==> config.mk <==
export PLATFORM = sky130hd
export DESIGN_NAME = base64_stream_decoder_flat
export DESIGN_NICKNAME = d
export VERILOG_FILES = /design/src/sv/b64d_pkg.sv /design/src/sv/b64d_if.sv /design/src/sv/base64_stream_decoder.sv /design/src/sv/b64d_front.sv /design/src/sv/b64d_queue.sv /design/src/sv/b64d_back.sv /design/src/flat_wrapper.sv
export SDC_FILE = /design/constraint.sdc
export NUM_CORES = 1
export LEC_CHECK = 0
export BUFFER_PORTS_ARGS = -buffer_cell sky130_fd_sc_hd__buf_2
export CAP_MARGIN = 30
export CORE_UTILIZATION = 40
export CTS_BUF_LIST = sky130_fd_sc_hd__clkbuf_8
export DETAILED_ROUTE_END_ITERATION = 8
export PLACE_DENSITY = 0.64
export SLEW_MARGIN = 40
export SYNTH_ARGS = -nofsm -noshare
export SYNTH_HDL_FRONTEND = slang
export SYNTH_SLANG_ARGS = --single-unit
==> constraint.sdc <==
create_clock -name clock -period 4.49 [get_ports clock]
set_clock_uncertainty 0.05 [all_clocks]
set_input_delay 1.347 -clock clock [delete_from_list [all_inputs] [get_ports clock]]
set_output_delay 1.347 -clock clock [all_outputs]
set_load 0.01 [all_outputs]
==> src/sv/b64d_pkg.sv <==
// Package for the Base64 stream decoder: result codes, queue record and the alphabet lookup.
package b64d_pkg;

   localparam int QUEUE_DEPTH = 4;
   localparam int PTR_W       = $clog2(QUEUE_DEPTH);
   localparam int CNT_W       = $clog2(QUEUE_DEPTH + 1);

   localparam logic [7:0] CHAR_PAD   = 8'h3D;  // '='
   localparam logic [7:0] CHAR_PLUS  = 8'h2B;  // '+'
   localparam logic [7:0] CHAR_SLASH = 8'h2F;  // '/'
   localparam logic [5:0] SEXTET_PLUS  = 6'd62;
   localparam logic [5:0] SEXTET_SLASH = 6'd63;

   typedef enum logic [1:0] {
      KIND_DATA  = 2'd0,
      KIND_CLEAN = 2'd1,
      KIND_TRUNC = 2'd2
   } kind_type;

   typedef struct packed {
      logic       hit;
      logic [5:0] value;
   } sextet_type;

   // One queue record: either a decoded group of one to three bytes or an end marker.
   typedef struct packed {
      logic        is_end;
      kind_type    end_kind;
      logic [23:0] bytes;
      logic [1:0]  nbytes;
   } entry_type;

   function automatic sextet_type sextet_of(input logic [7:0] c);
      sextet_type s;
      s.hit   = 1'b1;
      s.value = '0;
      if (c >= 8'h41 && c <= 8'h5A) begin
         s.value = 6'(c - 8'h41);
      end else if (c >= 8'h61 && c <= 8'h7A) begin
         s.value = 6'(c - 8'h61 + 8'd26);
      end else if (c >= 8'h30 && c <= 8'h39) begin
         s.value = 6'(c - 8'h30 + 8'd52);
      end else if (c == CHAR_PLUS) begin
         s.value = SEXTET_PLUS;
      end else if (c == CHAR_SLASH) begin
         s.value = SEXTET_SLASH;
      end else if (c == CHAR_PAD) begin
         s.value = '0;
      end else begin
         s.hit = 1'b0;
      end
      return s;
   endfunction

endpackage

==> src/sv/b64d_if.sv <==
// Channel interfaces of the decoder: character request channel and decoded result channel.
interface b64d_req_if;
   logic       valid;
   logic       ready;
   logic       cmd;
   logic [7:0] char_in;

   modport source (output valid, output cmd, output char_in, input ready);
   modport sink   (input valid, input cmd, input char_in, output ready);
endinterface

interface b64d_rsp_if;
   logic       valid;
   logic       ready;
   logic [7:0] out_byte;
   logic [1:0] kind;
   logic       last;

   modport source (output valid, output out_byte, output kind, output last, input ready);
   modport sink   (input valid, input out_byte, input kind, input last, output ready);
endinterface

==> src/sv/base64_stream_decoder.sv <==
// Top level of the Base64 stream decoder: front end, record queue and byte emitter.
//
// Accepts one transaction per cycle on req_if: a text character (cmd 0) or an
// end-of-stream marker (cmd 1). Base64 characters and '=' are collected in
// groups of four; bytes outside that set are dropped. Each closed group is
// queued as one record, and the emitter sends its one to three data bytes on
// rsp_if at one transaction per cycle, last set on the final byte. A group
// padded in third or fourth place ends the stream and later characters are
// ignored until the end marker, which gives a single transaction with kind
// clean or truncated and then clears the group state. Since four characters
// make at most three bytes, the emitter keeps pace with one character per
// cycle; the input stalls only when rsp_if backpressure fills the four-record
// queue. The record of the character that closes a group (or of the end marker)
// is written to the queue when it is accepted and passes from there to the
// output register.
module base64_stream_decoder (
   input  logic        clock,
   input  logic        reset,
   b64d_req_if.sink    req_if,
   b64d_rsp_if.source  rsp_if
);
   import b64d_pkg::*;

   logic      push;
   entry_type push_entry;
   logic      pop;
   logic      queue_full;
   logic      queue_empty;
   entry_type head;

   // Classify characters and close groups.
   b64d_front u_front (
      .clock      (clock),
      .reset      (reset),
      .req_if     (req_if),
      .queue_full (queue_full),
      .push       (push),
      .push_entry (push_entry)
   );

   // Decouple group closing from byte emission.
   b64d_queue u_queue (
      .clock      (clock),
      .reset      (reset),
      .push       (push),
      .push_entry (push_entry),
      .pop        (pop),
      .full       (queue_full),
      .empty      (queue_empty),
      .head       (head)
   );

   // Emit bytes and end reports, one result transaction per cycle while rsp_if is ready.
   b64d_back u_back (
      .clock       (clock),
      .reset       (reset),
      .queue_empty (queue_empty),
      .head        (head),
      .pop         (pop),
      .rsp_if      (rsp_if)
   );

endmodule

==> src/sv/b64d_front.sv <==
// Front end: accepts characters, tracks the current group and pushes group and end records.
module b64d_front (
   input  logic                clock,
   input  logic                reset,
   b64d_req_if.sink            req_if,
   input  logic                queue_full,
   output logic                push,
   output b64d_pkg::entry_type push_entry
);
   import b64d_pkg::*;

   logic [17:0] acc_ff, acc_in;
   logic [1:0]  count_ff, count_in;
   logic        third_pad_ff, third_pad_in;
   logic        finished_ff, finished_in;

   logic        accept;
   logic        is_pad;
   sextet_type  sx;

   assign req_if.ready = !queue_full;
   assign accept       = req_if.valid && req_if.ready;
   assign sx           = sextet_of(req_if.char_in);
   assign is_pad       = (req_if.char_in == CHAR_PAD);

   always_comb begin
      acc_in       = acc_ff;
      count_in     = count_ff;
      third_pad_in = third_pad_ff;
      finished_in  = finished_ff;
      push         = 1'b0;
      push_entry.is_end   = 1'b0;
      push_entry.end_kind = KIND_CLEAN;
      push_entry.bytes    = {acc_ff, sx.value};
      push_entry.nbytes   = 2'd3;
      if (accept) begin
         if (req_if.cmd) begin
            push                = 1'b1;
            push_entry.is_end   = 1'b1;
            push_entry.end_kind = (count_ff != 2'd0 && !finished_ff) ? KIND_TRUNC : KIND_CLEAN;
            acc_in       = '0;
            count_in     = '0;
            third_pad_in = 1'b0;
            finished_in  = 1'b0;
         end else if (!finished_ff && sx.hit) begin
            if (count_ff != 2'd3) begin
               if (count_ff == 2'd2 && is_pad) begin
                  third_pad_in = 1'b1;
               end
               acc_in   = {acc_ff[11:0], sx.value};
               count_in = count_ff + 2'd1;
            end else begin
               // Fourth symbol closes the group; padding shortens it and ends the stream.
               push = 1'b1;
               if (third_pad_ff) begin
                  push_entry.nbytes = 2'd1;
               end else if (is_pad) begin
                  push_entry.nbytes = 2'd2;
               end
               finished_in  = third_pad_ff || is_pad;
               acc_in       = '0;
               count_in     = '0;
               third_pad_in = 1'b0;
            end
         end
      end
   end

   always_ff @(posedge clock) begin
      if (reset) begin
         acc_ff       <= '0;
         count_ff     <= '0;
         third_pad_ff <= 1'b0;
         finished_ff  <= 1'b0;
      end else begin
         acc_ff       <= acc_in;
         count_ff     <= count_in;
         third_pad_ff <= third_pad_in;
         finished_ff  <= finished_in;
      end
   end

endmodule

==> src/sv/b64d_queue.sv <==
// Short record queue between the front end and the byte emitter.
module b64d_queue (
   input  logic                clock,
   input  logic                reset,
   input  logic                push,
   input  b64d_pkg::entry_type push_entry,
   input  logic                pop,
   output logic                full,
   output logic                empty,
   output b64d_pkg::entry_type head
);
   import b64d_pkg::*;

   entry_type        slots_ff [QUEUE_DEPTH];
   logic [PTR_W-1:0] wr_ptr_ff, wr_ptr_in;
   logic [PTR_W-1:0] rd_ptr_ff, rd_ptr_in;
   logic [CNT_W-1:0] count_ff, count_in;
   logic             do_push, do_pop;

   assign full    = (count_ff == CNT_W'(QUEUE_DEPTH));
   assign empty   = (count_ff == '0);
   assign head    = slots_ff[rd_ptr_ff];
   assign do_push = push && !full;
   assign do_pop  = pop && !empty;

   always_comb begin
      wr_ptr_in = wr_ptr_ff;
      rd_ptr_in = rd_ptr_ff;
      count_in  = count_ff;
      if (do_push) begin
         wr_ptr_in = (wr_ptr_ff == PTR_W'(QUEUE_DEPTH - 1)) ? '0 : wr_ptr_ff + 1'b1;
      end
      if (do_pop) begin
         rd_ptr_in = (rd_ptr_ff == PTR_W'(QUEUE_DEPTH - 1)) ? '0 : rd_ptr_ff + 1'b1;
      end
      if (do_push && !do_pop) begin
         count_in = count_ff + 1'b1;
      end else if (do_pop && !do_push) begin
         count_in = count_ff - 1'b1;
      end
   end

   always_ff @(posedge clock) begin
      if (do_push) begin
         slots_ff[wr_ptr_ff] <= push_entry;
      end
   end

   always_ff @(posedge clock) begin
      if (reset) begin
         wr_ptr_ff <= '0;
         rd_ptr_ff <= '0;
         count_ff  <= '0;
      end else begin
         wr_ptr_ff <= wr_ptr_in;
         rd_ptr_ff <= rd_ptr_in;
         count_ff  <= count_in;
      end
   end

endmodule

==> src/sv/b64d_back.sv <==
// Back end: walks each queued record and emits one result transaction per cycle while rsp_if is ready.
module b64d_back (
   input  logic                clock,
   input  logic                reset,
   input  logic                queue_empty,
   input  b64d_pkg::entry_type head,
   output logic                pop,
   b64d_rsp_if.source          rsp_if
);
   import b64d_pkg::*;

   logic [1:0] idx_ff, idx_in;
   logic       valid_ff, valid_in;
   logic [7:0] byte_ff, byte_in;
   kind_type   kind_ff, kind_in;
   logic       last_ff, last_in;

   logic       load;
   logic       is_last;
   logic [7:0] sel_byte;

   assign load = !queue_empty && (!valid_ff || rsp_if.ready);

   always_comb begin
      case (idx_ff)
         2'd0:    sel_byte = head.bytes[23:16];
         2'd1:    sel_byte = head.bytes[15:8];
         default: sel_byte = head.bytes[7:0];
      endcase
   end

   assign is_last = head.is_end || (idx_ff == head.nbytes - 2'd1);
   assign pop     = load && is_last;

   always_comb begin
      idx_in   = idx_ff;
      valid_in = valid_ff;
      byte_in  = byte_ff;
      kind_in  = kind_ff;
      last_in  = last_ff;
      if (load) begin
         valid_in = 1'b1;
         byte_in  = head.is_end ? 8'd0 : sel_byte;
         kind_in  = head.is_end ? head.end_kind : KIND_DATA;
         last_in  = is_last;
         idx_in   = is_last ? 2'd0 : idx_ff + 2'd1;
      end else if (rsp_if.ready) begin
         valid_in = 1'b0;
      end
   end

   always_ff @(posedge clock) begin
      if (reset) begin
         idx_ff   <= '0;
         valid_ff <= 1'b0;
      end else begin
         idx_ff   <= idx_in;
         valid_ff <= valid_in;
      end
      byte_ff <= byte_in;
      kind_ff <= kind_in;
      last_ff <= last_in;
   end

   assign rsp_if.valid    = valid_ff;
   assign rsp_if.out_byte = byte_ff;
   assign rsp_if.kind     = kind_ff;
   assign rsp_if.last     = last_ff;

endmodule

==> src/flat_wrapper.sv <==
// flat-port wrapper written by rule: the top's interface ports become plain ports
module base64_stream_decoder_flat import b64d_pkg::*;
  (clock, reset, req_if_valid, req_if_cmd, req_if_char_in, req_if_ready, rsp_if_valid, rsp_if_out_byte, rsp_if_kind, rsp_if_last, rsp_if_ready);
  b64d_req_if req_if_i ();
  b64d_rsp_if rsp_if_i ();
  input  logic clock;
  input  logic reset;
  input wire logic [$bits(req_if_i.valid)-1:0] req_if_valid;
  input wire logic [$bits(req_if_i.cmd)-1:0] req_if_cmd;
  input wire logic [$bits(req_if_i.char_in)-1:0] req_if_char_in;
  output wire logic [$bits(req_if_i.ready)-1:0] req_if_ready;
  output wire logic [$bits(rsp_if_i.valid)-1:0] rsp_if_valid;
  output wire logic [$bits(rsp_if_i.out_byte)-1:0] rsp_if_out_byte;
  output wire logic [$bits(rsp_if_i.kind)-1:0] rsp_if_kind;
  output wire logic [$bits(rsp_if_i.last)-1:0] rsp_if_last;
  input wire logic [$bits(rsp_if_i.ready)-1:0] rsp_if_ready;
  assign req_if_i.valid = req_if_valid;
  assign req_if_i.cmd = req_if_cmd;
  assign req_if_i.char_in = req_if_char_in;
  assign req_if_ready = req_if_i.ready;
  assign rsp_if_valid = rsp_if_i.valid;
  assign rsp_if_out_byte = rsp_if_i.out_byte;
  assign rsp_if_kind = rsp_if_i.kind;
  assign rsp_if_last = rsp_if_i.last;
  assign rsp_if_i.ready = rsp_if_ready;
  base64_stream_decoder u_core (.clock(clock), .reset(reset), .req_if(req_if_i), .rsp_if(rsp_if_i));
endmodule
# == Word level (Yosys, flattened, before mapping) ==
# Memory sizes are Yosys's and may differ from the RTL's. A register that Yosys moved wholly into a read port is not among the register bits.
# Index checks and enable logic that the tools add are counted.
# totals
reg_bits,43
latch_bits,0
ramBits,116
rom_bits,0
output_inout_bits,13
memories,1
# op_classes
add_sub_neg,12
n_mul,0
div_mod_pow,0
order_cmp,6
eq_ne,12
shifts,0
muxes,49
n_bitwise,0
reduce_logical,31
# mem_list
memory,words,word_bits,rd,rd_clocked_by_memory_dff,write_ports,line,source
u_core.u_queue.slots_ff,4,29,1,1,1,b64d_queue.sv:14,entry_type slots_ff [QUEUE_DEPTH];
# ops
op,count
18-bit two-way mux,3
6-bit two-way mux,5
2-bit two-way mux,14
"8-bit by 6-bit equality test with 1-bit output, second input constant",3
1-bit two-way mux,22
"8-bit by 7-bit >= comparator with 1-bit output, second input constant",2
"8-bit by 7-bit less-or-equal comparator with 1-bit output, second input constant",2
8-bit case mux with 2 select lines,1
1-bit logical AND,13
3-bit two-way mux,4
"6-bit subtractor, second input constant",2
"2-bit by 1-bit adder with 2-bit output, second input constant",4
"8-bit by 6-bit >= comparator with 1-bit output, second input constant",1
"8-bit by 6-bit less-or-equal comparator with 1-bit output, second input constant",1
2-bit nonzero test,4
"6-bit by 5-bit adder with 6-bit output, second input constant",1
"6-bit adder, second input constant",1
"2-bit equality test, second input constant",3
1-bit zero test,6
3-bit AND reduction,2
"6-bit by 1-bit subtractor with 6-bit output, second input constant",1
"2-bit != test, second input constant",2
"3-bit by 1-bit adder with 3-bit output, second input constant",1
"3-bit equality test, second input constant",1
other kinds (9),11

# == Depth between registers and ports, before layout ==
# Gate-level depths: netlist (run 1).
# logic_depth
ltp_word,16
depth_mapped,14

# == Modules after synthesis ==
# From an unflattened synthesis (run 1), not the netlist that was laid out.
# unflattened
cells_unflattened,446
area_unflattened_um2,6906.6
# by_module_without_submodules
mod,instances,cells_each,area_per_inst_um2,seq_area_each_um2
b64d_queue,1,201,4673.2,3663.5
b64d_front,1,183,1557.7,440.4
b64d_back,1,62,675.6,390.4

# == Worst setup path before layout (run 1) ==
# OpenSTA, ideal clock, no wires.
# synth_path
kind,input port to flip-flop
startpoint,input port req_if_char_in[2]
endpoint,register u_core.u_queue.count_ff[2]
setup_time_ns,0.071
t_arrival_ns,3.866
setup_slack_ns,0.503
stages,14
path_buffers,2
cell_sequence,inv_1 -> ha_1 -> buf_2 -> and3b_1 -> a2111oi_2 -> nor4_1 -> or3_1 -> buf_2 -> ha_1 -> inv_1 -> fa_1 -> xor2_1 -> or3_1 -> a21oi_1
# synth_between
elab_chain_cells,15
elab_cells_between_ends,28
classes_between,order compare (6); eq/ne (3); mux (10); reduce/logical (9)
# synth_rtl
item,line,source
"start, declared",flat_wrapper.sv:10,input wire logic [$bits(req_if_i.char_in)-1:0] req_if_char_in;
8-bit by 6-bit equality test with 1-bit output,b64d_pkg.sv:47,end else if (c == CHAR_PAD) begin
1-bit two-way mux,b64d_pkg.sv:47,
1-bit two-way mux,b64d_pkg.sv:45,end else if (c == CHAR_SLASH) begin
1-bit two-way mux,b64d_pkg.sv:43,end else if (c == CHAR_PLUS) begin
1-bit two-way mux,b64d_pkg.sv:41,end else if (c >= 8'h30 && c <= 8'h39) begin
1-bit two-way mux,b64d_pkg.sv:39,end else if (c >= 8'h61 && c <= 8'h7A) begin
1-bit two-way mux *,b64d_pkg.sv:37,if (c >= 8'h41 && c <= 8'h5A) begin
1-bit logical AND *,b64d_front.sv:45,end else if (!finished_ff && sx.hit) begin
1-bit two-way mux *,b64d_front.sv:45,
1-bit two-way mux *,b64d_front.sv:37,if (req_if.cmd) begin
1-bit two-way mux *,b64d_front.sv:36,if (accept) begin
1-bit logical AND *,b64d_queue.sv:23,assign do_push = push && !full;
net u_core.u_queue.do_push,b64d_queue.sv:18,"logic do_push, do_pop;"
1-bit zero test,b64d_queue.sv:38,end else if (do_pop && !do_push) begin
1-bit logical AND,b64d_queue.sv:38,
2-bit nonzero test (no source line),n/a,
"end signal, assigned",b64d_queue.sv:57,count_ff <= count_in;
"end, declared",b64d_queue.sv:17,"logic [CNT_W-1:0] count_ff, count_in;"
# The timed path passes the listed nets; every way through them passes the cells marked *.
# A chain may end at the register's enable or synchronous reset.

# == Final worst setup path (run 1) ==
# layout_path
startpoint,input port req_if_char_in[2]
endpoint,register u_core.u_queue.count_ff[2]
# layout_between
elab_chain_cells,15
elab_cells_between_ends,28
classes_between,order compare (6); eq/ne (3); mux (10); reduce/logical (9)
# layout_rtl
item,line
8-bit by 6-bit equality test with 1-bit output,b64d_pkg.sv:47
1-bit two-way mux,b64d_pkg.sv:47
1-bit two-way mux,b64d_pkg.sv:45
1-bit two-way mux,b64d_pkg.sv:43
1-bit two-way mux,b64d_pkg.sv:41
1-bit two-way mux,b64d_pkg.sv:39
1-bit two-way mux *,b64d_pkg.sv:37
1-bit logical AND *,b64d_front.sv:45
1-bit two-way mux *,b64d_front.sv:45
1-bit two-way mux *,b64d_front.sv:37
1-bit two-way mux *,b64d_front.sv:36
1-bit logical AND *,b64d_queue.sv:23
1-bit zero test,b64d_queue.sv:38
1-bit logical AND,b64d_queue.sv:38
2-bit nonzero test (no source line),n/a
# Mark *: on every way between the ends. The rest lies on a longest branch, timed or not.

==> results of run 1 <==
==> where the power goes <==
group | internal (uW) | switching [uW]
Sequential | 1760 | 82.2
Clock | 561 | 505
Combinational | 399 | 509
Total | 2720 | 1100
==> layer usage <==
| metal | part of all wire (%) | wire (um) |
|---|---|---|
| met5 | 0 | 0 |
| met4 | 1.3 | 163 |
| met3 | 3.9 | 508 |
| met2 | 49 | 6367 |
| met1 | 46 | 5926 |
==> registers in the layout, summed over array words and instances (netlist names), named ones only <==
register                       count
u_core.u_front.finished_ff         1
u_core.u_queue.slots_ff          116
u_core.u_queue.rd_ptr_ff           2
u_core.u_queue.count_ff            3
u_core.u_back.idx_ff               2
u_core.u_front.count_ff            2
u_core.u_front.third_pad_ff        1
u_core.u_back.rsp_if.kind          2
u_core.u_back.rsp_if.valid         1
u_core.u_back.rsp_if.out_byte      8
u_core.u_queue.wr_ptr_ff           2
u_core.u_front.acc_ff             18
u_core.u_back.rsp_if.last          1
==> worst max-delay path, delay by kind of cell <==
kind                       cells  cell delay, ps
and+or+nand+nor                4            1040
buffers and inverters          3             350
AOI/OAI and AO/OA              2             600
adders and majority gates      3             760
xor gates and xnor gates       1              80
==> synthesized netlist by cell type, drive strengths merged (6+ instances only) <==
master  number  area share (%)
mux2i        6            0.88
buf         12            0.92
inv         25             1.4
nor2        11            0.60
nand3        9            0.66
ha          20             3.7
o32ai        7            0.90
mux4        29             9.8
and2         9            0.82
nor3         8            0.59
clkbuf       7            0.40
dfxtp       34              10
a22oi        8            0.88
edfxtp     127              56
a21oi       24             1.9
or3          6            0.55
o22ai        6            0.55
nand2       20             1.1
nand2b      17             1.6
==> area by class of cell <==
type / instances / area [um^2]
inverter: 25 / 93.84
timing repair buffer: 36 / 207.7
clock inverter: 14 / 165.2
multi-input combinational: 236 / 2148
sequential: 161 / 4496
tap: 220 / 275.3
fill: 1445 / 9009
clock buffer: 18 / 247.7
==> cells by family (layout without fill, tap and decap cells) <==
logic type	Yosys count	after routing	share of synthesized area, %
AO/OA/AOI/OAI	79	79	8.285
XOR/XNOR	5	5	0.6416
adder cells (fa/ha/maj)	21	21	3.959
buffers and inverters	44	93	2.694
flip-flops	161	161	65.84
multiplexers	35	35	10.72
AND/OR/NAND/NOR	96	96	7.863
==> per-stage QoR <==
| step | util (%) | area, um^2 |
|---|---|---|
| CTS | 45.87 | 7634 |
| global placement | 43.39 | 7221 |
| finish | 45.87 | 7634 |
| floorplan | - | 6827 |
| detailed placement | 43.39 | 7221 |
| global route | 45.87 | 7634 |
==> path summary, 6_finish.rpt <==
kind              depth (start not counted)                         end  slack [ps]
hold / removal                            2  u_core.u_back.rsp_if.valid         420
hold reg to reg                           2  u_core.u_back.rsp_if.valid         420
setup reg to reg                         10  u_core.u_queue.count_ff[2]         970
setup / recovery                         13  u_core.u_queue.count_ff[2]         650
==> flow_summary.json, run 1 <==
{
  "final_nets": 511,
  "dieArea_um2": 17590,
  "finalWeightedCongestion": 0.8134,
  "vias": 3830,
  "worstHoldPathType": "flip-flop to flip-flop",
  "grt_pass1_wl_mm": 20.99,
  "met3_usage_pct": 3.448,
  "grt_pass1_vias": 3849,
  "grt_start_max_net_pins": 35,
  "track_usage_pct": 16.07,
  "slew_violations": 0,
  "ys_types": 59,
  "slew_headroom_pct": 51.54,
  "finalCritPeriodShare_pct": 85.60,
  "cts_resized": 0,
  "die_height_um": 132.6,
  "io_pins": 26,
  "drtIter0Drc": 253,
  "cts_buffers": 17,
  "startpoint_type": "input pin",
  "grt_use_met1_pct": 21.57,
  "initial_utilization_pct": 41.02,
  "fmax_ghz": 0.2602,
  "fin_ws_ps": 646.5,
  "synth_seq_cells": 161,
  "crit_chain": "buf_2 > inv_1 > ha_1 > and3b_1 > a2111oi_2 > nor4_1 > or3_1 > ha_1 > inv_1 > fa_1 > xor2_1 > or3_1 > a21oi_1",
  "layout-drive-gt1-share_pct": 20.41,
  "outcome": "finished, final reports clean",
  "final_common_cell": "edfxtp_1",
  "dp_slack_ps": 213.0,
  "crit_required_ps": 4810,
  "synth_edf_count": 127,
  "power.density_nw_per_um2": 500.2,
  "fin_hold_ws_ps": 417.8,
  "tightestPinTransition_ps": 720.8,
  "fin_setup_tns_ps": 0,
  "drc_errors": 0,
  "report.final.hold_viol_count": 0,
  "synthArstFlopShare_pct": 0,
  "p_total_uw": 3818,
  "hpwl_mm": 8.429,
  "core_um2": 16640,
  "yosysWarnings": 0,
  "cts_tree": "yes",
  "cts-htree-levels": 4,
  "rows": 47,
  "post_drt_wl_per_cell_um": 18.26,
  "path_class": "input pin to flip-flop",
  "crit_path_end_kind": "flip-flop",
  "clk_latency_ps": 440,
  "netlist_area_um2": 6827,
  "dp_cells": 678,
  "layout.cells.most_common_list": "edfxtp_1 (127), dfxtp_1 (33), inv_1 (25), buf_2 (25), mux4_2 (24)",
  "finalSetupViolCount": 0,
  "syn_area_per_cell_um2": 15.48,
  "antenna_found_initial": 0,
  "gr-usage-met2_pct": 25.56,
  "cap_violations": 0,
  "synth-seq-area-share_pct": 65.84,
  "worstHoldStart": "u_core.u_back.rsp_if.valid",
  "slowest_stage": "a2111oi_2",
  "ir_drop_uv": 268.5,
  "cts_buffer_depth": 2,
  "cts-root-buf": "clkbuf_8",
  "viasPerCell": 5.394,
  "leakagePower_uw": 0.002626,
  "die_w_um": 132.6,
  "clkSinkCount": 161,
  "cts_hold_buf": 0,
  "rsz0062_at_grt": "no",
  "critPathMaxStageDelay_ps": 450,
  "postCtsSetupBuffers": 0,
  "grt-ovfl-total": 0,
  "syn_to_final_growth_pct": 11.82,
  "diodes": 0,
  "wl_mm": 12.97,
  "io_buffers": 25,
  "path_clk_slew_ps": 80,
  "synth_top_flop_cell": "edfxtp_1",
  "antenna_left": 0,
  "busiest_layer": "met2",
  "fin_cells": 710,
  "netlist_instances": 441,
  "worstSetupStartpoint": "req_if_char_in[2]",
  "post-route-min-period_ps": 3843,
  "path_max_fanout": 9,
  "worstPathArrival_ps": 4160,
  "first_pass_iters": 5,
  "synth_fp_nets": 475
}
Note: power is estimated with default switching activity, not from simulation.
==> run 2, diff against run 1 <==
==> constraint.sdc (replaced) <==
create_clock -name clock -period 4.49 [get_ports clock]
set_clock_uncertainty 0.05 [all_clocks]
set_input_delay 0.2245 -clock clock [delete_from_list [all_inputs] [get_ports clock]]
set_output_delay 0.2245 -clock clock [all_outputs]
set_load 0.01 [all_outputs]
==> run 2 against run 1 <==
Compared with the run above: flip-flop and latch count unchanged; power down 0.60%; clock power about the same; count of clock-buffer cells in the layout rose by 5; final cell count is 0.42% lower; utilization fell by 0.16 points; sequential share of layout area is 0.20 points higher; hold slack worse by 350 ps; setup slack gained 560 ps; largest cell class unchanged; largest power group unchanged.
==> flow_summary.json, run 2 (synthesized netlist as in run 1, its figures left out) <==
{
  "drtIter0Drc": 333,
  "leakagePower_uw": 0.002639,
  "drc_errors": 0,
  "cap_violations": 0,
  "die_w_um": 132.6,
  "antenna_left": 0,
  "crit_chain": "buf_4 > mux4_2 > xnor2_1 > mux2i_1 > nand2_2 > ha_1 > inv_1 > fa_1 > xor2_1 > or3_1 > a21oi_1",
  "finalWeightedCongestion": 0.8549,
  "grt_pass1_vias": 3914,
  "post_drt_wl_per_cell_um": 18.58,
  "track_usage_pct": 16.02,
  "final_nets": 508,
  "slew_headroom_pct": 43.20,
  "diodes": 0,
  "initial_utilization_pct": 41.02,
  "die_height_um": 132.6,
  "antenna_found_initial": 0,
  "layout-drive-gt1-share_pct": 19.10,
  "final_common_cell": "edfxtp_1",
  "first_pass_iters": 5,
  "path_max_fanout": 28,
  "finalCritPeriodShare_pct": 73.08,
  "rows": 47,
  "layout.cells.most_common_list": "edfxtp_1 (127), dfxtp_1 (33), inv_1 (29)",
  "fill_cells": 1436,
  "crit_path_end_kind": "flip-flop",
  "grt-ovfl-total": 0,
  "post-route-util_pct": 45.71,
  "dieArea_um2": 17590,
  "io_buffers": 25,
  "worstHoldPathType": "input pin to flip-flop",
  "dp_cells": 674,
  "post-route-min-period_ps": 3281,
  "rsz0062_at_grt": "no",
  "top_register": "u_core.u_queue.slots_ff",
  "wl_met3_um": 479,
  "viasPerCell": 5.451,
  "crit_required_ps": 4810,
  "clk_latency_ps": 440,
  "critPathMaxStageDelay_ps": 590,
  "slew_violations": 0,
  "wl_mm": 13.13,
  "outcome": "finished, final reports clean",
  "path_class": "flip-flop to flip-flop",
  "power.density_nw_per_um2": 498.9,
  "cts-htree-levels": 4,
  "grt_start_max_net_pins": 35,
  "highest_layer": "met4",
  "vias": 3854,
  "wl_met1_mm": 5.956,
  "startpoint_type": "flip-flop",
  "core_um2": 16640,
  "report.final.hold_viol_count": 0,
  "io_pins": 26,
  "finalSetupViolCount": 0,
  "wl_met2_mm": 6.567,
  "cts-root-buf": "clkbuf_8",
  "clkSinkCount": 161,
  "postCtsSetupBuffers": 0,
  "ir_drop_uv": 217.3,
  "multi_input_area_um2": 2148,
  "cts_tree": "yes",
  "slowest_stage": "mux4_2",
  "fmax_ghz": 0.3048,
  "syn_to_final_growth_pct": 11.44,
  "largest_reg_flops": 116,
  "fin_setup_tns_ps": 0,
  "cts_buffers": 17,
  "seq_area_um2": 4496,
  "cts_buffer_depth": 2,
  "tightestPinTransition_ps": 844.2,
  "hpwl_mm": 8.354,
  "worstPathArrival_ps": 3600,
  "grt_pass1_wl_mm": 21.19,
  "path_clk_slew_ps": 70,
  "fin_cells": 707
}
==> run 2: cell count changes in the layout (fill, tap and decap cells not counted), sizes merged <==
cell         before  now
clkinvlp          4    0
bufinv            3    2
clkbuf           18   23
buf              36   32
clkinv            7    3
dlygate4sd3       0    1
inv              25   29
==> run 2: worst paths after layout <==
check	endpoint	slack [ps]	cells past startpoint	start
min reg2reg	u_core.u_back.rsp_if.valid	430	2	u_core.u_back.rsp_if.valid
max reg2reg	u_core.u_queue.count_ff[2]	1210	11	flip-flop
min	u_core.u_front.count_ff[1]	60	3	req_if_cmd
max	u_core.u_queue.count_ff[2]	1210	11	flip-flop
==> run 2: what timing repair did <==
action	in CTS	in global routing
resized for setup	0	0
endpoints found under the hold margin	1	0
hold buffers	1	0
setup endpoints to repair	0	0
==> run 2: through the flow <==
step / instance area [um^2] / worst slack, ps / power [uW] / hold WS [ps]
after floorplan: 6827 / 1625 / 2514 / 354.0
after global placement: 7191 / 1240 / 2767 / 398.9
after detailed placement: 7191 / 1141 / 2794 / 415.4
after CTS: 7607 / 1131 / 3842 / 31.11
after global routing: 7607 / 974.9 / 3986 / 56.92
final: 7607 / 1209 / 3795 / 63.61
==> run 2: area by class of cell <==
type	instances	area share, %
clock buffers	23	4.161
clock inverters	9	1.184
inverters	25	1.234
multi-input cells	236	28.24
flip-flops and latches	161	59.10
well taps	220	3.618
repair buffers	33	2.467
==> run 2: routing by layer <==
layer | global-route usage [%] | up-vias
met5 | 0 | -
met4 | 5.747 | 0
met3 | 3.793 | 11
met2 | 26.23 | 93
met1 | 20.84 | 1960
li1 | - | 1790
==> run 2: worst max-delay path, delay by kind of cell, from the launching register on <==
kind | cells | cell delay (ps)
simple gates | 2 | 450
compound gates | 1 | 140
flops | 1 | 330
fa+ha+maj | 2 | 610
mux | 2 | 720
xor+xnor | 2 | 370
buf+inv | 2 | 530
==> run 2: where the power goes <==
group	total, uW	internal (uW)	switching [uW]
Clock	1050	573	479
Combinational	930	393	537
Sequential	1810	1760	49.3
Total	3800	2730	1070
==> run 3, diff against run 2 <==
--- a/config.mk
+++ b/config.mk
@@ -10,7 +10,7 @@
 export CORE_UTILIZATION = 40
 export CTS_BUF_LIST = sky130_fd_sc_hd__clkbuf_8
 export DETAILED_ROUTE_END_ITERATION = 8
-export PLACE_DENSITY = 0.64
+export PLACE_DENSITY = 0.66
 export SLEW_MARGIN = 40
 export SYNTH_ARGS = -nofsm -noshare
 export SYNTH_HDL_FRONTEND = slang
==> constraint.sdc (replaced) <==
create_clock -name clock -period 3 [get_ports clock]
set_clock_uncertainty 0.05 [all_clocks]
set_input_delay 0.15 -clock clock [delete_from_list [all_inputs] [get_ports clock]]
set_output_delay 0.15 -clock clock [all_outputs]
set_load 0.01 [all_outputs]
==> run 3 against run 2 <==
Compared with the run above: combinational power increased by 53%; flip-flop and latch count unchanged; sequential share of layout area decreased by 1.2 points; count of clock-buffer cells in the layout decreased by 4; global-route usage increased by 0.083 points; die area unchanged; first-iteration DRC count increased by 1.8%; power increased by 54%; sequential power increased by 50%; fmax increased by 16%.
==> flow_summary.json, run 3 (synthesized netlist as in run 1, its figures left out) <==
{
  "outcome": "finished, final reports clean",
  "cts-root-buf": "clkbuf_8",
  "io_buffers": 25,
  "cts-htree-levels": 4,
  "cts_tree": "yes",
  "post_drt_wl_per_cell_um": 18.18,
  "path_max_fanout": 5,
  "track_usage_pct": 16.10,
  "slew_headroom_pct": 53.28,
  "power.density_nw_per_um2": 754.0,
  "path_clk_slew_ps": 80,
  "viasPerCell": 5.449,
  "grt_pass1_wl_mm": 21.22,
  "antenna_found_initial": 0,
  "startpoint_type": "flip-flop",
  "report.final.hold_viol_count": 0,
  "antenna_left": 0,
  "finalCritPeriodShare_pct": 94.05,
  "crit_required_ps": 3330,
  "critPathMaxStageDelay_ps": 550,
  "wl_mm": 13.07,
  "largest_reg_flops": 116,
  "layout.cells.most_common_list": "edfxtp_1 (127), dfxtp_1 (33), inv_1 (25), mux4_2 (25), buf_2 (25)",
  "leakagePower_uw": 0.002701,
  "grt_start_max_net_pins": 35,
  "rsz0062_at_grt": "no",
  "grt-ovfl-total": 0,
  "cts_buffer_depth": 2,
  "holdPathEnd": "u_core.u_front.finished_ff",
  "path_class": "flip-flop to flip-flop",
  "crit_chain": "mux4_2 > o21ba_1 > mux2i_1 > nand2_2 > ha_1 > inv_1 > fa_1 > xor2_1 > or3_1 > a21oi_1",
  "grt_use_met1_pct": 20.77,
  "busiest_layer": "met2",
  "slowest_stage": "mux4_2",
  "hpwl_mm": 8.444,
  "drtIter0Drc": 339,
  "final_nets": 520,
  "dieArea_um2": 17590,
  "ir_drop_uv": 348.0,
  "vias": 3918,
  "crit_family": "multiplexers",
  "slew_violations": 0,
  "rows": 47,
  "ff2ff_setup_slack_ps": 180,
  "io_pins": 26,
  "diodes": 0,
  "gr-usage-met2_pct": 26.17,
  "layout-drive-gt1-share_pct": 21.84,
  "drc_errors": 0,
  "postCtsSetupBuffers": 0,
  "crit_path_end_kind": "flip-flop",
  "tightestPinTransition_ps": 695.0,
  "r2r_end": "u_core.u_queue.count_ff[2]",
  "cap_violations": 0,
  "fmax_ghz": 0.3544,
  "clkSinkCount": 161,
  "die_height_um": 132.6,
  "fin_ws_ps": 178.4,
  "finalSetupViolCount": 0,
  "initial_utilization_pct": 41.02,
  "met3_usage_pct": 3.640,
  "die_w_um": 132.6,
  "whs_path_depth": 4,
  "crit_buf_inv": 1,
  "core_um2": 16640,
  "r2r_cells": 10,
  "worstHoldPathType": "input pin to flip-flop",
  "fin_setup_tns_ps": 0,
  "cts_buffers": 17,
  "post-route-min-period_ps": 2822,
  "grt_pass1_vias": 3999,
  "worstHoldStart": "req_if_valid",
  "dp_slack_ps": 12.36,
  "first_pass_iters": 4,
  "worstPathArrival_ps": 3150,
  "finalWeightedCongestion": 0.9013,
  "syn_to_final_growth_pct": 13.67,
  "clk_latency_ps": 450,
  "top_register": "u_core.u_queue.slots_ff",
  "final_common_cell": "edfxtp_1"
}
[run 3: area by class of cell]
cell class	instances	area [um^2]
Clock buffer	19	261.5
Fill cell	1408	8882
Multi-Input combinational cell	236	2145
Inverter	25	93.84
Timing Repair Buffer	45	305.3
Tap cell	220	275.3
Clock inverter	13	183.9
Sequential cell	161	4496
[run 3: worst max-delay path by stage]
stage | start | end | slack, ps | cells past startpoint
2_1_floorplan | req_if_char_in[2] | u_core.u_queue.count_ff[2] | 210 | 14
3_3_place_gp | req_if_char_in[2] | u_core.u_queue.count_ff[2] | 110 | 13
3_5_place_dp | req_if_char_in[2] | u_core.u_queue.count_ff[2] | 10 | 13
4_1_cts | flip-flop | u_core.u_queue.count_ff[2] | 70 | 10
5_1_grt | flip-flop | u_core.u_queue.count_ff[2] | 20 | 10
6_report | flip-flop | u_core.u_queue.count_ff[2] | 180 | 10
[run 3: through the flow]
step / cells / hold slack, ps / area (um^2) / total power (uW) / utilization [%]
6_report: 719 / 51.53 / 7760 / 5851 / 46.63
5_1_grt: 719 / 69.10 / 7760 / 6147 / 46.63
4_1_cts: 719 / 6.878 / 7764 / 5929 / 46.65
3_5_place_dp: 685 / 374.5 / 7298 / 4212 / 43.85
3_3_place_gp: 685 / 371.2 / 7298 / 4185 / 43.85
2_1_floorplan: 441 / 279.5 / 6827 / 3762 / -
[run 3: layer usage]
| layer | vias up | part of all wire, % |
|---|---|---|
| li1 | 1816 | - |
| met1 | 2011 | 46 |
| met2 | 73 | 49 |
| met3 | 18 | 3.0 |
| met4 | 0 | 1.7 |
| met5 | - | 0 |
[run 3: power breakdown]
part	internal (uW)	switching, uW	total [uW]	leakage, uW
Sequential	2640	80.6	2720	0.00149
Clock	952	765	1720	0.000230
Combinational	623	793	1420	0.000981
[run 3: repair_timing]
action	CTS	global route
endpoints found under the setup margin	0	1
resized for setup	0	1
hold buffers	2	0
hold endpoints to repair	2	0
[run 3: worst register-to-register path, cell delays in order, from the launching register on]
cell,delay [ps]
dfxtp_2,400
mux4_2,550
o21ba_1,230
mux2i_1,80
nand2_2,140
ha_1,190
inv_1,70
fa_1,430
xor2_1,170
or3_1,300
a21oi_1,150
